$ cat src/rtl/rgra_pkg.sv
// Shared constants, types and codes for the gated radar range averager.
package rgra_pkg;

    // Item and register field widths.
    localparam int COORD_W = 24;
    localparam int RANGE_W = 23;

    // Sizing of the frame accumulator and the mean window.
    localparam int MAX_POINTS = 256;
    localparam int WINDOW_LEN = 5;

    localparam int CNT_W  = $clog2(MAX_POINTS + 1);
    localparam int SUM_W  = RANGE_W + $clog2(MAX_POINTS);
    localparam int TOT_W  = RANGE_W + $clog2(WINDOW_LEN + 1);
    localparam int SLOT_W = (WINDOW_LEN > 1) ? $clog2(WINDOW_LEN) : 1;

    // The serial divider works out the frame mean: sum over kept count.
    localparam int DIV_W     = SUM_W;
    localparam int DVS_W     = CNT_W;
    localparam int DIV_CNT_W = $clog2(DIV_W + 1);

    // The window average divides by a constant, so it is a multiply by a
    // rounded-up reciprocal and a shift. With the shift at TOT_W plus the
    // divisor's bit count, the rounding error never reaches the quotient.
    localparam int     AVG_SHIFT   = TOT_W + $clog2(WINDOW_LEN);
    localparam int     AVG_RECIP_W = TOT_W + 1;
    localparam int     AVG_PROD_W  = TOT_W + AVG_RECIP_W;
    localparam longint AVG_RECIP   =
        ((longint'(1) << AVG_SHIFT) + longint'(WINDOW_LEN) - 1) / longint'(WINDOW_LEN);

    // Queue of closed frames between the front and the back.
    localparam int FIFO_DEPTH = 4;
    localparam int FIFO_PTR_W = $clog2(FIFO_DEPTH);

    // Stream and register port widths.
    localparam int IN_DATA_W  = 3 * COORD_W;
    localparam int OUT_DATA_W = ((RANGE_W + CNT_W + 7) / 8) * 8;
    localparam int APB_DATA_W = 32;
    localparam int APB_ADDR_W = 3;

    typedef enum logic {
        REG_LATERAL_LIMIT = 1'b0,
        REG_MIN_RANGE     = 1'b1
    } reg_index_t;

    typedef struct packed {
        logic [SUM_W-1:0] sum;
        logic [CNT_W-1:0] count;
    } frame_t;

    typedef struct packed {
        logic             start;
        logic [DIV_W-1:0] dividend;
        logic [DVS_W-1:0] divisor;
    } div_req_t;

    typedef struct packed {
        logic             done;
        logic [DIV_W-1:0] quotient;
    } div_rsp_t;

    typedef enum logic [2:0] {
        B_IDLE,
        B_MEAN_START,
        B_MEAN_WAIT,
        B_WINDOW,
        B_AVG,
        B_EMIT
    } back_state_t;

endpackage

$ cat src/rtl/rgra_front.sv
// Front end: gates incoming points and accumulates kept ranges per frame.
module rgra_front (
    input  logic                                 aclk,
    input  logic                                 aresetn,
    input  logic                                 s_tvalid,
    output logic                                 s_tready,
    input  logic signed [rgra_pkg::COORD_W-1:0]  point_x,
    input  logic signed [rgra_pkg::COORD_W-1:0]  point_y,
    input  logic signed [rgra_pkg::COORD_W-1:0]  point_z,
    input  logic                                 frame_end,
    input  logic signed [rgra_pkg::COORD_W-1:0]  lateral_limit,
    input  logic        [rgra_pkg::RANGE_W-1:0]  min_range,
    input  logic                                 fifo_full,
    output logic                                 push,
    output rgra_pkg::frame_t                     push_data
);

    logic [rgra_pkg::SUM_W-1:0] sum_reg, sum_next, sum_acc;
    logic [rgra_pkg::CNT_W-1:0] count_reg, count_next, count_acc;
    logic                       keep;
    logic                       take;
    logic                       accept;

    // Stalling only on a full queue keeps the check simple; a frame end can
    // then always be pushed.
    assign s_tready = !fifo_full;
    assign accept   = s_tvalid && s_tready;

    always_comb begin
        // A range is kept only when it is positive and above the minimum.
        keep = (point_x < lateral_limit) && (point_z < lateral_limit) &&
               !point_y[rgra_pkg::COORD_W-1] &&
               (point_y[rgra_pkg::RANGE_W-1:0] > min_range);
        take = keep && (count_reg < rgra_pkg::CNT_W'(rgra_pkg::MAX_POINTS));
        sum_acc   = take ? sum_reg + rgra_pkg::SUM_W'(point_y[rgra_pkg::RANGE_W-1:0])
                         : sum_reg;
        count_acc = take ? count_reg + rgra_pkg::CNT_W'(1) : count_reg;

        push           = accept && frame_end && (count_acc != '0);
        push_data.sum   = sum_acc;
        push_data.count = count_acc;

        sum_next   = sum_reg;
        count_next = count_reg;
        if (accept) begin
            sum_next   = frame_end ? '0 : sum_acc;
            count_next = frame_end ? '0 : count_acc;
        end
    end

    always_ff @(posedge aclk) begin
        if (!aresetn) begin
            sum_reg   <= '0;
            count_reg <= '0;
        end else begin
            sum_reg   <= sum_next;
            count_reg <= count_next;
        end
    end

    a_count_bound: assert property (@(posedge aclk) disable iff (!aresetn)
        count_reg <= rgra_pkg::CNT_W'(rgra_pkg::MAX_POINTS))
        else $error("kept count exceeds the frame limit");

endmodule

$ cat config.mk
export PLATFORM = sky130hd
export DESIGN_NAME = rgra_front
export DESIGN_NICKNAME = d
export VERILOG_FILES = /design/src/rtl/rgra_pkg.sv /design/src/rtl/rgra_front.sv
export SDC_FILE = /design/constraint.sdc
export NUM_CORES = 1
export LEC_CHECK = 0
export ABC_AREA = 1
export BUFFER_PORTS_ARGS = -buffer_cell sky130_fd_sc_hd__buf_2
export CAP_MARGIN = 20
export CORE_MARGIN = 2
export CORE_UTILIZATION = 25
export DETAILED_ROUTE_END_ITERATION = 10
export PLACE_DENSITY = 0.47
export SETUP_SLACK_MARGIN = 0.5
export SLEW_MARGIN = 40
export SYNTH_ARGS = -nofsm -noshare
export SYNTH_HDL_FRONTEND = slang
export SYNTH_SLANG_ARGS = --single-unit
export TNS_END_PERCENT = 100
$ cat constraint.sdc
create_clock -name aclk -period 5.22 [get_ports aclk]
set_input_delay 0.261 -clock aclk [delete_from_list [all_inputs] [get_ports aclk]]
set_output_delay 0.261 -clock aclk [all_outputs]
set_load 0.02 [all_outputs]
==> out/qor.csv, run 1 <==
stage,metric,value,unit
global_route,Total GRT Usage,14.58,%
yosys,Synth Area in Compound Gates,17.30,%
setup_path,worst r2r dst,sum_reg[30]$_SDFFE_PN0P_,
layout,diodes inserted,0,
floorplan,CORE AREA,0.02196,mm²
sta,skew final,0.008282,ns
clock_tree,htree depth,2,
power,Sw Pwr,351.3,µW
clock_tree,CTS sink count,40,
floorplan,die height,154.1,µm
clock_tree,clk root buf,clkbuf_16,
setup_path,R2R Setup Slk,2.35,ns
routing,DR vias/cell,4.452,
yosys,Post-Synth Adder-Cell Area,21.01,%
job,max_cap viols,0,
worst_hold_path,Hold Path Class,in2reg,
routing,DRT antenna net count,0,
sta,minimum clock period,3.431,ns
yosys,Yosys cell types,42,
yosys,Synth Area per Inst,6.137,µm²
sta,unrepaired setup endpoints after global routing,false,
clock_tree,clock latency on the worst-skew pair,0.30,ns
clock_tree,CTS hold repair buffers,0,
yosys,Ys Warns,0,
layout,fillcell total,2496,
yosys,prevailing post-synth register cell,dfxtp_1,
yosys,most frequent cell after synthesis,nand2_1,
worst_hold_path,hold endpoint,count_reg[8]$_SDFFE_PN0P_,
sta,Setup TNS,0,ns
clock_tree,CTS Buffer Depth,2,
global_route,largest net degree at the start of global routing,40,
placed_design,dpl hpwl,14570,µm
setup_path,crit path kind,reg2out,
setup_path,CP endpoint kind,primary output,
floorplan,# IOs,166,
clock_tree,CTS tree,done,
power,Leakage,3.660,nW
routing,Via Count,6042,
yosys,Synth Area in XOR/XNOR,3.731,%
yosys,largest family of logic cells by synthesized area,simple AND/OR/NAND/NOR gates,
floorplan,num rows,54,
routing,final wirelength,17340,µm
power,sw frac,35.71,%
layout,Syn-to-layout area delta,22.12,%
yosys,Mapped Area,0.005634,mm²
yosys,most area-hungry cell type in the Yosys netlist,ha_1,
layout,fin nets,1294,
yosys,post-synth top area share,20.65,%
yosys,sequential area share after synthesis,14.21,%
power,internal power,632.4,µW
clock_tree,clk slew on worst S/H paths,0.07,ns
yosys,synthesis-stage register bit count,40,
setup_path,worst r2r path cells,15,
layout,multi-input logic area,0.004205,mm²
yosys,dominant cells by area after synthesis,"ha_1, nand2_1, dfxtp_1",
floorplan,initial core utilization,25.66,%
yosys,mux share of post-synthesis cell area,0,%
power,sequential share of power,31.4,%
setup_path,crit-path max FO,3,
setup_path,CP required,4.96,ns
routing,DRT Pass-1 Iters,4,
placed_design,placed cell areas,0.006734,mm²
clock_tree,setup bufs post-CTS,0,
placed_design,IO buf count,165,
placed_design,GP Congestion,0.8403,
yosys,number of synthesized flops with an enable pin,0,
power,Comb pwr share,35.1,%
yosys,ys async rst share,0,%
global_route,initial antenna violation count,0,
power,Pwr per Cell Area,143.0,mW/mm²
global_route,first-pass GRT wire length,28560,µm
sta,"Setup violations, final",0,
sta,Slew @ Worst Pin,0.6698,ns
worst_hold_path,hold path start,aresetn,
floorplan,die area,0.02375,mm²
yosys,cells after synthesis,918,
power,clock share of power,33.5,%
layout,final instance area,0.006880,mm²
worst_hold_path,WHS Path Cells,3,
setup_path,RR Startpoint,sum_reg[0]$_SDFFE_PN0P_,
sta,Final Hold Violating Endpoints,0,
clock_tree,CTS resizes,0,
global_route,remaining global-route overflow,0,
yosys,Simple-Gate Fraction of Synth Area,32.51,%
sta,Slew Limit Fails,0,
layout,Reg area,800.8,µm²
yosys,Syn Nets,1136,
routing,DRC violations left,0,
sta,f_max,291.5,MHz
floorplan,Chip Width,154.1,µm
clock_tree,Inserted Clock Buffers,5,
yosys,Synth top cells by count,"nand2_1, inv_1, ha_1, a21oi_1, nor2_1",
sta,worst rel slew slack,55.20,%
global_route,vias in the first global route,5829,
routing,DR WL/cell,12.78,µm
setup_path,CP Launch Type,flop,
power,Peak supply drop,104.1,µV
routing,Detailed Route Iter0 Violations,262,
sta,part of the cycle the worst path needs,65.72,%
layout,fraction of layout cells with a size suffix above 1,21.82,%
layout,max reg flops,31,
setup_path,CP Data Arrival Time,3.17,ns
status,status,"finished, final reports clean",
cell usage in the layout, fill, tap and decap left out, types with 3 or more instances in the layout:
master and count:
nand2_1 299, buf_2 165, inv_1 123, ha_1 93
a21oi_1 89, nor2_1 67, dfxtp_1 40, nand3_1 31
o21ai_2 25, o21ai_0 17, xnor2_1 13, inv_2 12
nor3_1 11, xor2_1 11, o21ai_1 9, nand4_1 6
a21o_1 5, nand2_2 5, nor2_2 5, clkbuf_16 5
buf_4 5, o21a_1 3, o21bai_1 3, nand3b_1 3
nor4_1 3, a22oi_1 3, o211ai_1 3, a21oi_2 3
critical path, stage by stage (launching register included):
cell      delay [ns]
dfxtp_1         0.35
ha_1            0.21
fa_1            0.23
nand2_1         0.07
nand2_1         0.06
o21ai_1         0.10
o21ai_1         0.38
a21boi_0        0.26
o21ai_1         0.44
nand3_1         0.20
nand3b_1        0.13
nand2_1         0.06
nand2_1         0.06
o21ai_0         0.11
inv_1           0.07
buf_2           0.15
kinds of logic (layout without fill, tap and decap cells):
family / count (synthesis) / in the layout
adder cells (fa/ha/maj): 94 / 94
buffers and inverters: 156 / 315
AO/OA/AOI/OAI: 164 / 164
flip-flops: 40 / 40
AND/OR/NAND/NOR: 440 / 440
XOR/XNOR: 24 / 24
final cells by class:
class / count / share of cell area (%)
Sequential cell: 40 / 11.64
Inverter: 137 / 7.474
Timing Repair Buffer: 170 / 12.55
Clock buffer: 8 / 2.128
Tap cell: 280 / 5.092
Multi-Input combinational cell: 722 / 61.12
worst max-delay path by stage:
stage / cells after the start / slack, ns / from / endpoint
after floorplan: 17 / 2.65 / lateral_limit[23] / push
after global placement: 20 / 1.83 / point_y[22] / push
after detailed placement: 20 / 1.79 / point_y[22] / push
after CTS: 20 / 1.78 / point_y[22] / push
after global routing: 20 / 1.53 / point_y[22] / push
final: 15 / 1.79 / sum_reg[0]$_SDFFE_PN0P_ / push_data[39]
metal layers:
layer  wire (µm)  share of wire [%]  GRT usage, %  up-vias
met5           0                  0             0        -
met4         106               0.61         2.092        0
met3         560                3.2         2.057        8
met2        7571                 44         23.85       94
met1        9097                 52         20.75     2670
li1            -                  -             -     3270
power groups by stage:
stage	clock network (mW)	logic (mW)	registers, mW
CTS	0.339	0.352	0.309
global placement	0	0.349	0.316
detailed placement	0	0.350	0.316
floorplan	0	0.232	0.316
finish	0.329	0.345	0.309
global route	0.347	0.396	0.310
metrics by stage:
step                      setup WS [ns]  utilization (%)  hold slack [ns]  power, mW  std cells
after floorplan                   2.649                -           0.4018     0.5475        918
after global placement            1.828            30.66           0.4754     0.6651       1349
after detailed placement          1.785            30.67           0.4784     0.6667       1349
after CTS                         1.778            31.33           0.2413      1.000       1357
after global routing              1.529            31.33           0.2867      1.053       1357
final                             1.789            31.33           0.2490     0.9837       1357
No activity file was read; power rests on OpenSTA's default activity.
==> run 2, diff against run 1 <==
Clock period 5.22 ns to 3.3 ns, I/O delays scaled along.
==> run 2 against run 1 <==
  * Non-clock buffer count is 17 higher
  * Power is 76% higher
  * Critical path depth is 1 lower
  * Count of clock-buffer cells in the layout is 1 lower
  * Global-route usage is 0.32 points higher
  * Via count is 2.3% higher
  * Sequential power is 58% higher
  * Clock skew is 0.0025 ns higher
  * Clock power is 88% higher
  * Sequential share of layout area is 0.93 points lower
  * Hold slack worse by 0.12 ns
  * Die area stayed put
==> out/qor.csv, run 2 (same netlist as run 1, synthesis figures left out) <==
stage,metric,value,unit
status,status,"finished, final reports clean",
clock_tree,htree depth,2,
power,Peak supply drop,167.1,µV
clock_tree,Inserted Clock Buffers,5,
sta,"Setup violations, final",0,
clock_tree,clock latency on the worst-skew pair,0.30,ns
setup_path,CP max-delay cell,dfxtp_2,
clock_tree,CTS tree,done,
layout,Syn-to-layout area delta,33.13,%
placed_design,GP Congestion,0.8889,
sta,WHS,0.1272,ns
floorplan,CORE AREA,0.02196,mm²
power,final total power,1.731,mW
sta,minimum clock period,2.643,ns
setup_path,R2R Setup Slk,1.03,ns
setup_path,worst-path cell chain,ha_2 > fa_2 > nand2_1 > nand2_1 > o21ai_4 > o21ai_2 > a21boi_2 > o21ai_4 > nand2_1 > nand2_1 > nand2_1 > nand3_1 > o21a_1 > buf_2,
sta,Final Hold Violating Endpoints,0,
floorplan,# IOs,166,
floorplan,initial core utilization,25.66,%
routing,DRT antenna net count,0,
job,max_cap viols,0,
setup_path,RR Startpoint,sum_reg[0]$_SDFFE_PN0P_,
setup_path,CP required,3.13,ns
placed_design,Placed Cells,1353,
sta,worst rel slew slack,54.12,%
routing,final wirelength,18150,µm
sta,part of the cycle the worst path needs,80.09,%
clock_tree,clk slew on worst S/H paths,0.07,ns
sta,Slew Limit Fails,0,
routing,DR WL/cell,13.21,µm
layout,fillcell total,2435,
layout,"commonest non-fill, non-tap cell in the layout",nand2_1,
placed_design,dpl hpwl,14830,µm
setup_path,CP Launch Type,flop,
routing,Detailed Route Iter0 Violations,231,
routing,DRC violations left,0,
setup_path,CP max stage delay,0.34,ns
floorplan,die area,0.02375,mm²
routing,Via Count,6180,
floorplan,die height,154.1,µm
global_route,Total GRT Usage,14.90,%
layout,Finished Layout Cells,1374,
power,Leakage,3.835,nW
global_route,remaining global-route overflow,0,
worst_hold_path,hold path start,aresetn,
setup_path,crit-path max FO,3,
sta,Slew @ Worst Pin,0.6840,ns
setup_path,crit path kind,reg2out,
global_route,vias in the first global route,5844,
layout,fraction of layout cells with a size suffix above 1,30.26,%
setup_path,crit path launch,sum_reg[0]$_SDFFE_PN0P_,
clock_tree,CTS sink count,40,
setup_path,CP endpoint kind,primary output,
layout,most frequent cells in the layout,"nand2_1, buf_2, inv_1",
clock_tree,clk root buf,clkbuf_16,
sta,Setup TNS,0,ns
global_route,initial antenna violation count,0,
floorplan,num rows,54,
sta,skew final,0.01076,ns
sta,f_max,378.4,MHz
setup_path,CP Data Arrival Time,2.48,ns
layout,fin nets,1311,
routing,DR vias/cell,4.498,
global_route,first-pass GRT wire length,28820,µm
worst_hold_path,Hold Path Class,in2reg,
placed_design,IO buf count,165,
layout,diodes inserted,0,
clock_tree,CTS Buffer Depth,2,
power,Pwr per Cell Area,230.7,mW/mm²
routing,DRT Pass-1 Iters,4,
setup_path,"most used cell, CP",nand2_1,
setup_path,buffers and inverters on the worst path,1,
global_route,largest net degree at the start of global routing,43,
sta,unrepaired setup endpoints after global routing,true,
setup_path,Top delay family on crit path,compound AO/OA/AOI/OAI gates,
floorplan,Chip Width,154.1,µm
layout,max reg flops,31,
-- run 2: cell count changes in the layout (fill, tap and decap cells not counted), sizes merged --
cell and delta:
clkbuf -1, bufinv +1, buf +17
-- run 2: per-stage QoR --
stage	area, µm²	worst slack, ns	util [%]
3_3_place_gp	6774	0.3271	30.85
3_5_place_dp	6774	0.3108	30.85
4_1_cts	7051	0.5002	32.11
5_1_grt	7501	0.4502	34.16
6_report	7501	0.6570	34.16
2_1_floorplan	5634	0.9210	-
-- run 2: layout make-up --
| cell class | instances | area [µm²] | share of cell area, % |
|---|---|---|---|
| flip-flops and latches | 40 | 803.3 | 10.71 |
| clock buffers | 7 | 152.6 | 2.035 |
| clock inverters | 1 | 30.03 | 0.4003 |
| multi-input cells | 722 | 4624 | 61.65 |
| inverters | 137 | 514.2 | 6.856 |
| repair buffers | 187 | 1026 | 13.68 |
| well taps | 280 | 350.3 | 4.671 |
-- run 2: worst register-to-register path: stages, from the launching register on --
cell and delay, ns:
dfxtp_2 0.33, ha_2 0.18, fa_2 0.35, nand2_1 0.08
nand2_1 0.09, o21ai_4 0.09, inv_2 0.08, a21oi_4 0.17
o21ai_2 0.12, nand4_1 0.16, nand2_1 0.06, nand2_1 0.06
nand2_1 0.04, nand2_1 0.06, o21ai_2 0.05, inv_2 0.07
nand2_1 0.05, a21oi_1 0.13
-- run 2: where the power goes --
part	switching [mW]	internal (mW)	total, mW
sequential	0.00346	0.486	0.489
clock	0.220	0.399	0.619
combinational	0.370	0.253	0.622
total	0.593	1.14	1.73
-- run 2: timing repair --
item	in CTS	in global routing
cloned	0	0
setup endpoints to repair	24	25
pin swaps	8	28
buffers inserted	6	7
hold buffers	0	0
gates resized for setup	11	88
-- run 2: layer usage --
| layer | wire [µm] | vias up | GRT usage (%) |
|---|---|---|---|
| met4 | 130 | 0 | 2.670 |
| li1 | - | 3314 | - |
| met3 | 575 | 8 | 1.973 |
| met1 | 9213 | 2755 | 20.81 |
| met5 | 0 | - | 0 |
| met2 | 8226 | 103 | 24.73 |
-- run 2: worst paths after layout --
check	end	cells after the start
max reg2reg	sum_reg[28]$_SDFFE_PN0P_	17
max	push_data[27]	14
min	count_reg[8]$_SDFFE_PN0P_	3
min reg2reg	sum_reg[0]$_SDFFE_PN0P_	2
==> run 3, diff against run 2 <==
Clock period 3.3 ns to 2.7 ns, I/O delays scaled along.
==> run 3 against run 2 <==
  * Critical path type unchanged
  * Global-route usage up 1.8 points
  * Die area unchanged
  * Critical path depth down 2
  * Hold slack worse by 0.027 ns
  * Non-clock buffer count up 47
  * Flip-flop and latch count unchanged
  * Largest power group unchanged
  * Power up 38%
  * Highest routed layer unchanged
==> out/qor.csv, run 3 (same netlist as run 1, synthesis figures left out) <==
stage,metric,value,unit
floorplan,Chip Width,154.1,µm
sta,part of the cycle the worst path needs,94.65,%
worst_hold_path,Hold Path Class,in2reg,
global_route,vias in the first global route,6546,
setup_path,worst r2r dst,sum_reg[20]$_SDFFE_PN0P_,
setup_path,worst r2r path cells,16,
placed_design,dpl hpwl,14500,µm
floorplan,initial core utilization,25.66,%
routing,Via Count,6550,
layout,fillcell total,2216,
layout,most frequent cells in the layout,"nand2_1, buf_2, inv_1",
layout,fin nets,1358,
worst_hold_path,hold path start,aresetn,
clock_tree,htree depth,2,
placed_design,IO buf count,165,
setup_path,CP Data Arrival Time,2.42,ns
placed_design,placed cell areas,0.006874,mm²
setup_path,CP endpoint kind,primary output,
sta,f_max,391.3,MHz
setup_path,crit path kind,reg2out,
setup_path,CP Launch Type,flop,
global_route,first-pass GRT wire length,31960,µm
setup_path,buffers and inverters on the worst path,2,
routing,DR vias/cell,4.609,
sta,worst rel slew slack,61.64,%
floorplan,# IOs,166,
clock_tree,CTS Buffer Depth,2,
setup_path,CP max stage delay,0.37,ns
global_route,initial antenna violation count,0,
layout,"commonest non-fill, non-tap cell in the layout",nand2_1,
sta,"Setup violations, final",0,
floorplan,die height,154.1,µm
setup_path,RR Startpoint,sum_reg[17]$_SDFFE_PN0P_,
worst_hold_path,hold endpoint,count_reg[8]$_SDFFE_PN0P_,
job,max_cap viols,0,
routing,final wirelength,20510,µm
worst_hold_path,WHS Path Cells,3,
sta,unrepaired setup endpoints after global routing,true,
sta,Final Hold Violating Endpoints,0,
layout,Syn-to-layout area delta,72.57,%
routing,DRT Pass-1 Iters,4,
setup_path,worst-path cell chain,ha_4 > fa_2 > nand2_2 > nand2_2 > o21ai_4 > o21ai_2 > a21boi_2 > o21ai_2 > buf_4 > xor2_1 > o21ai_2 > buf_6,
routing,DR WL/cell,14.44,µm
power,Peak supply drop,224.5,µV
floorplan,die area,0.02375,mm²
routing,Detailed Route Iter0 Violations,224,
clock_tree,clk slew on worst S/H paths,0.06,ns
setup_path,CP max-delay cell,fa_2,
routing,DRT antenna net count,0,
sta,Slew Limit Fails,0,
power,Leakage,4.398,nW
sta,minimum clock period,2.556,ns
sta,Setup TNS,0,ns
sta,Slew @ Worst Pin,0.5754,ns
layout,fraction of layout cells with a size suffix above 1,50.48,%
global_route,remaining global-route overflow,0,
global_route,largest net degree at the start of global routing,42,
clock_tree,CTS sink count,40,
floorplan,num rows,54,
floorplan,CORE AREA,0.02196,mm²
setup_path,R2R Setup Slk,0.42,ns
layout,diodes inserted,0,
layout,max reg flops,31,
layout,final instance area,0.009723,mm²
clock_tree,Inserted Clock Buffers,5,
global_route,Total GRT Usage,16.69,%
placed_design,GP Congestion,0.8839,
status,status,"finished, final reports clean",
setup_path,Top delay family on crit path,compound AO/OA/AOI/OAI gates,
sta,skew final,0.006895,ns
clock_tree,CTS hold repair buffers,0,
clock_tree,CTS tree,done,
setup_path,CP required,2.57,ns
power,final total power,2.391,mW
setup_path,crit-path max FO,3,
setup_path,"most used cell, CP",o21ai_2,
clock_tree,clk root buf,clkbuf_16,
routing,DRC violations left,0,
power,Pwr per Cell Area,245.9,mW/mm²
clock_tree,clock latency on the worst-skew pair,0.31,ns
-- run 3: changes by cell type in the layout (fill, tap and decap cells not counted), moves of 26 or more --
cell,before,now
buf_2,164,107
a21oi_1,73,47
buf_6,2,66
nand2_1,282,223
ha_1,79,39
ha_4,12,53
nand2_2,20,55
-- run 3: stage by stage --
| stage | util, % | worst slack [ns] | std cells | hold WS (ns) |
|---|---|---|---|---|
| finish | 44.28 | 0.1443 | 1421 | 0.1001 |
| global route | 44.28 | 0.02117 | 1421 | 0.1035 |
| CTS | 40.88 | 0.1240 | 1406 | 0.07564 |
| detailed placement | 31.30 | 0.1300 | 1359 | 0.4059 |
| global placement | 31.30 | 0.1310 | 1359 | 0.4060 |
| floorplan | - | 0.5231 | 918 | 0.2759 |
-- run 3: cell type report --
type,count,area (µm²),area share [%]
clock buffers,5,125.1,1.287
clock inverters,3,42.54,0.4375
inverters,137,521.8,5.366
multi-input cells,722,5881,60.48
flip-flops and latches,40,828.3,8.519
well taps,280,350.3,3.603
repair buffers,234,1974,20.31
-- run 3: worst max path at each step --
stage	slack [ns]	end	cells past startpoint	startpoint
3_3_place_gp	0.13	push	22	point_y[14]
6_report	0.14	push_data[23]	12	sum_reg[0]$_SDFFE_PN0P_
4_1_cts	0.12	push_data[39]	15	sum_reg[0]$_SDFFE_PN0P_
5_1_grt	0.02	push	24	lateral_limit[18]
2_1_floorplan	0.52	push	17	lateral_limit[23]
3_5_place_dp	0.13	push	22	point_y[14]
-- run 3: per-layer routing --
| metal | share of wire (%) | routed length, µm | vias to the layer above | global-route usage (%) |
|---|---|---|---|---|
| li1 | - | - | 3410 | - |
| met1 | 47 | 9610 | 2995 | 21.91 |
| met2 | 47 | 9658 | 128 | 28.57 |
| met3 | 4.5 | 916 | 17 | 2.565 |
| met4 | 1.6 | 328 | 0 | 4.228 |
| met5 | 0 | 0 | - | 0 |
-- run 3: what timing repair did --
item                       in CTS  in global routing
setup buffers                  32                 15
cloned                          7                  0
pin swaps                      46                 63
resized for setup             330                152
setup endpoints to repair      56                 72
hold endpoints to repair        0                  0
-- run 3: worst reg2reg max path, delay by kind of cell (launching register included) --
kind / cells / cell delay (ns)
simple gates: 7 / 0.68
compound gates: 2 / 0.12
fa+ha+maj: 1 / 0.31
buf+inv: 5 / 0.57
flops: 1 / 0.36
xor+xnor: 1 / 0.09
-- run 3: report_power, final --
part	total, mW	switching, mW	internal, mW
combinational	1.08	0.575	0.501
clock	0.718	0.282	0.435
sequential	0.597	0.00577	0.591
total	2.39	0.863	1.53
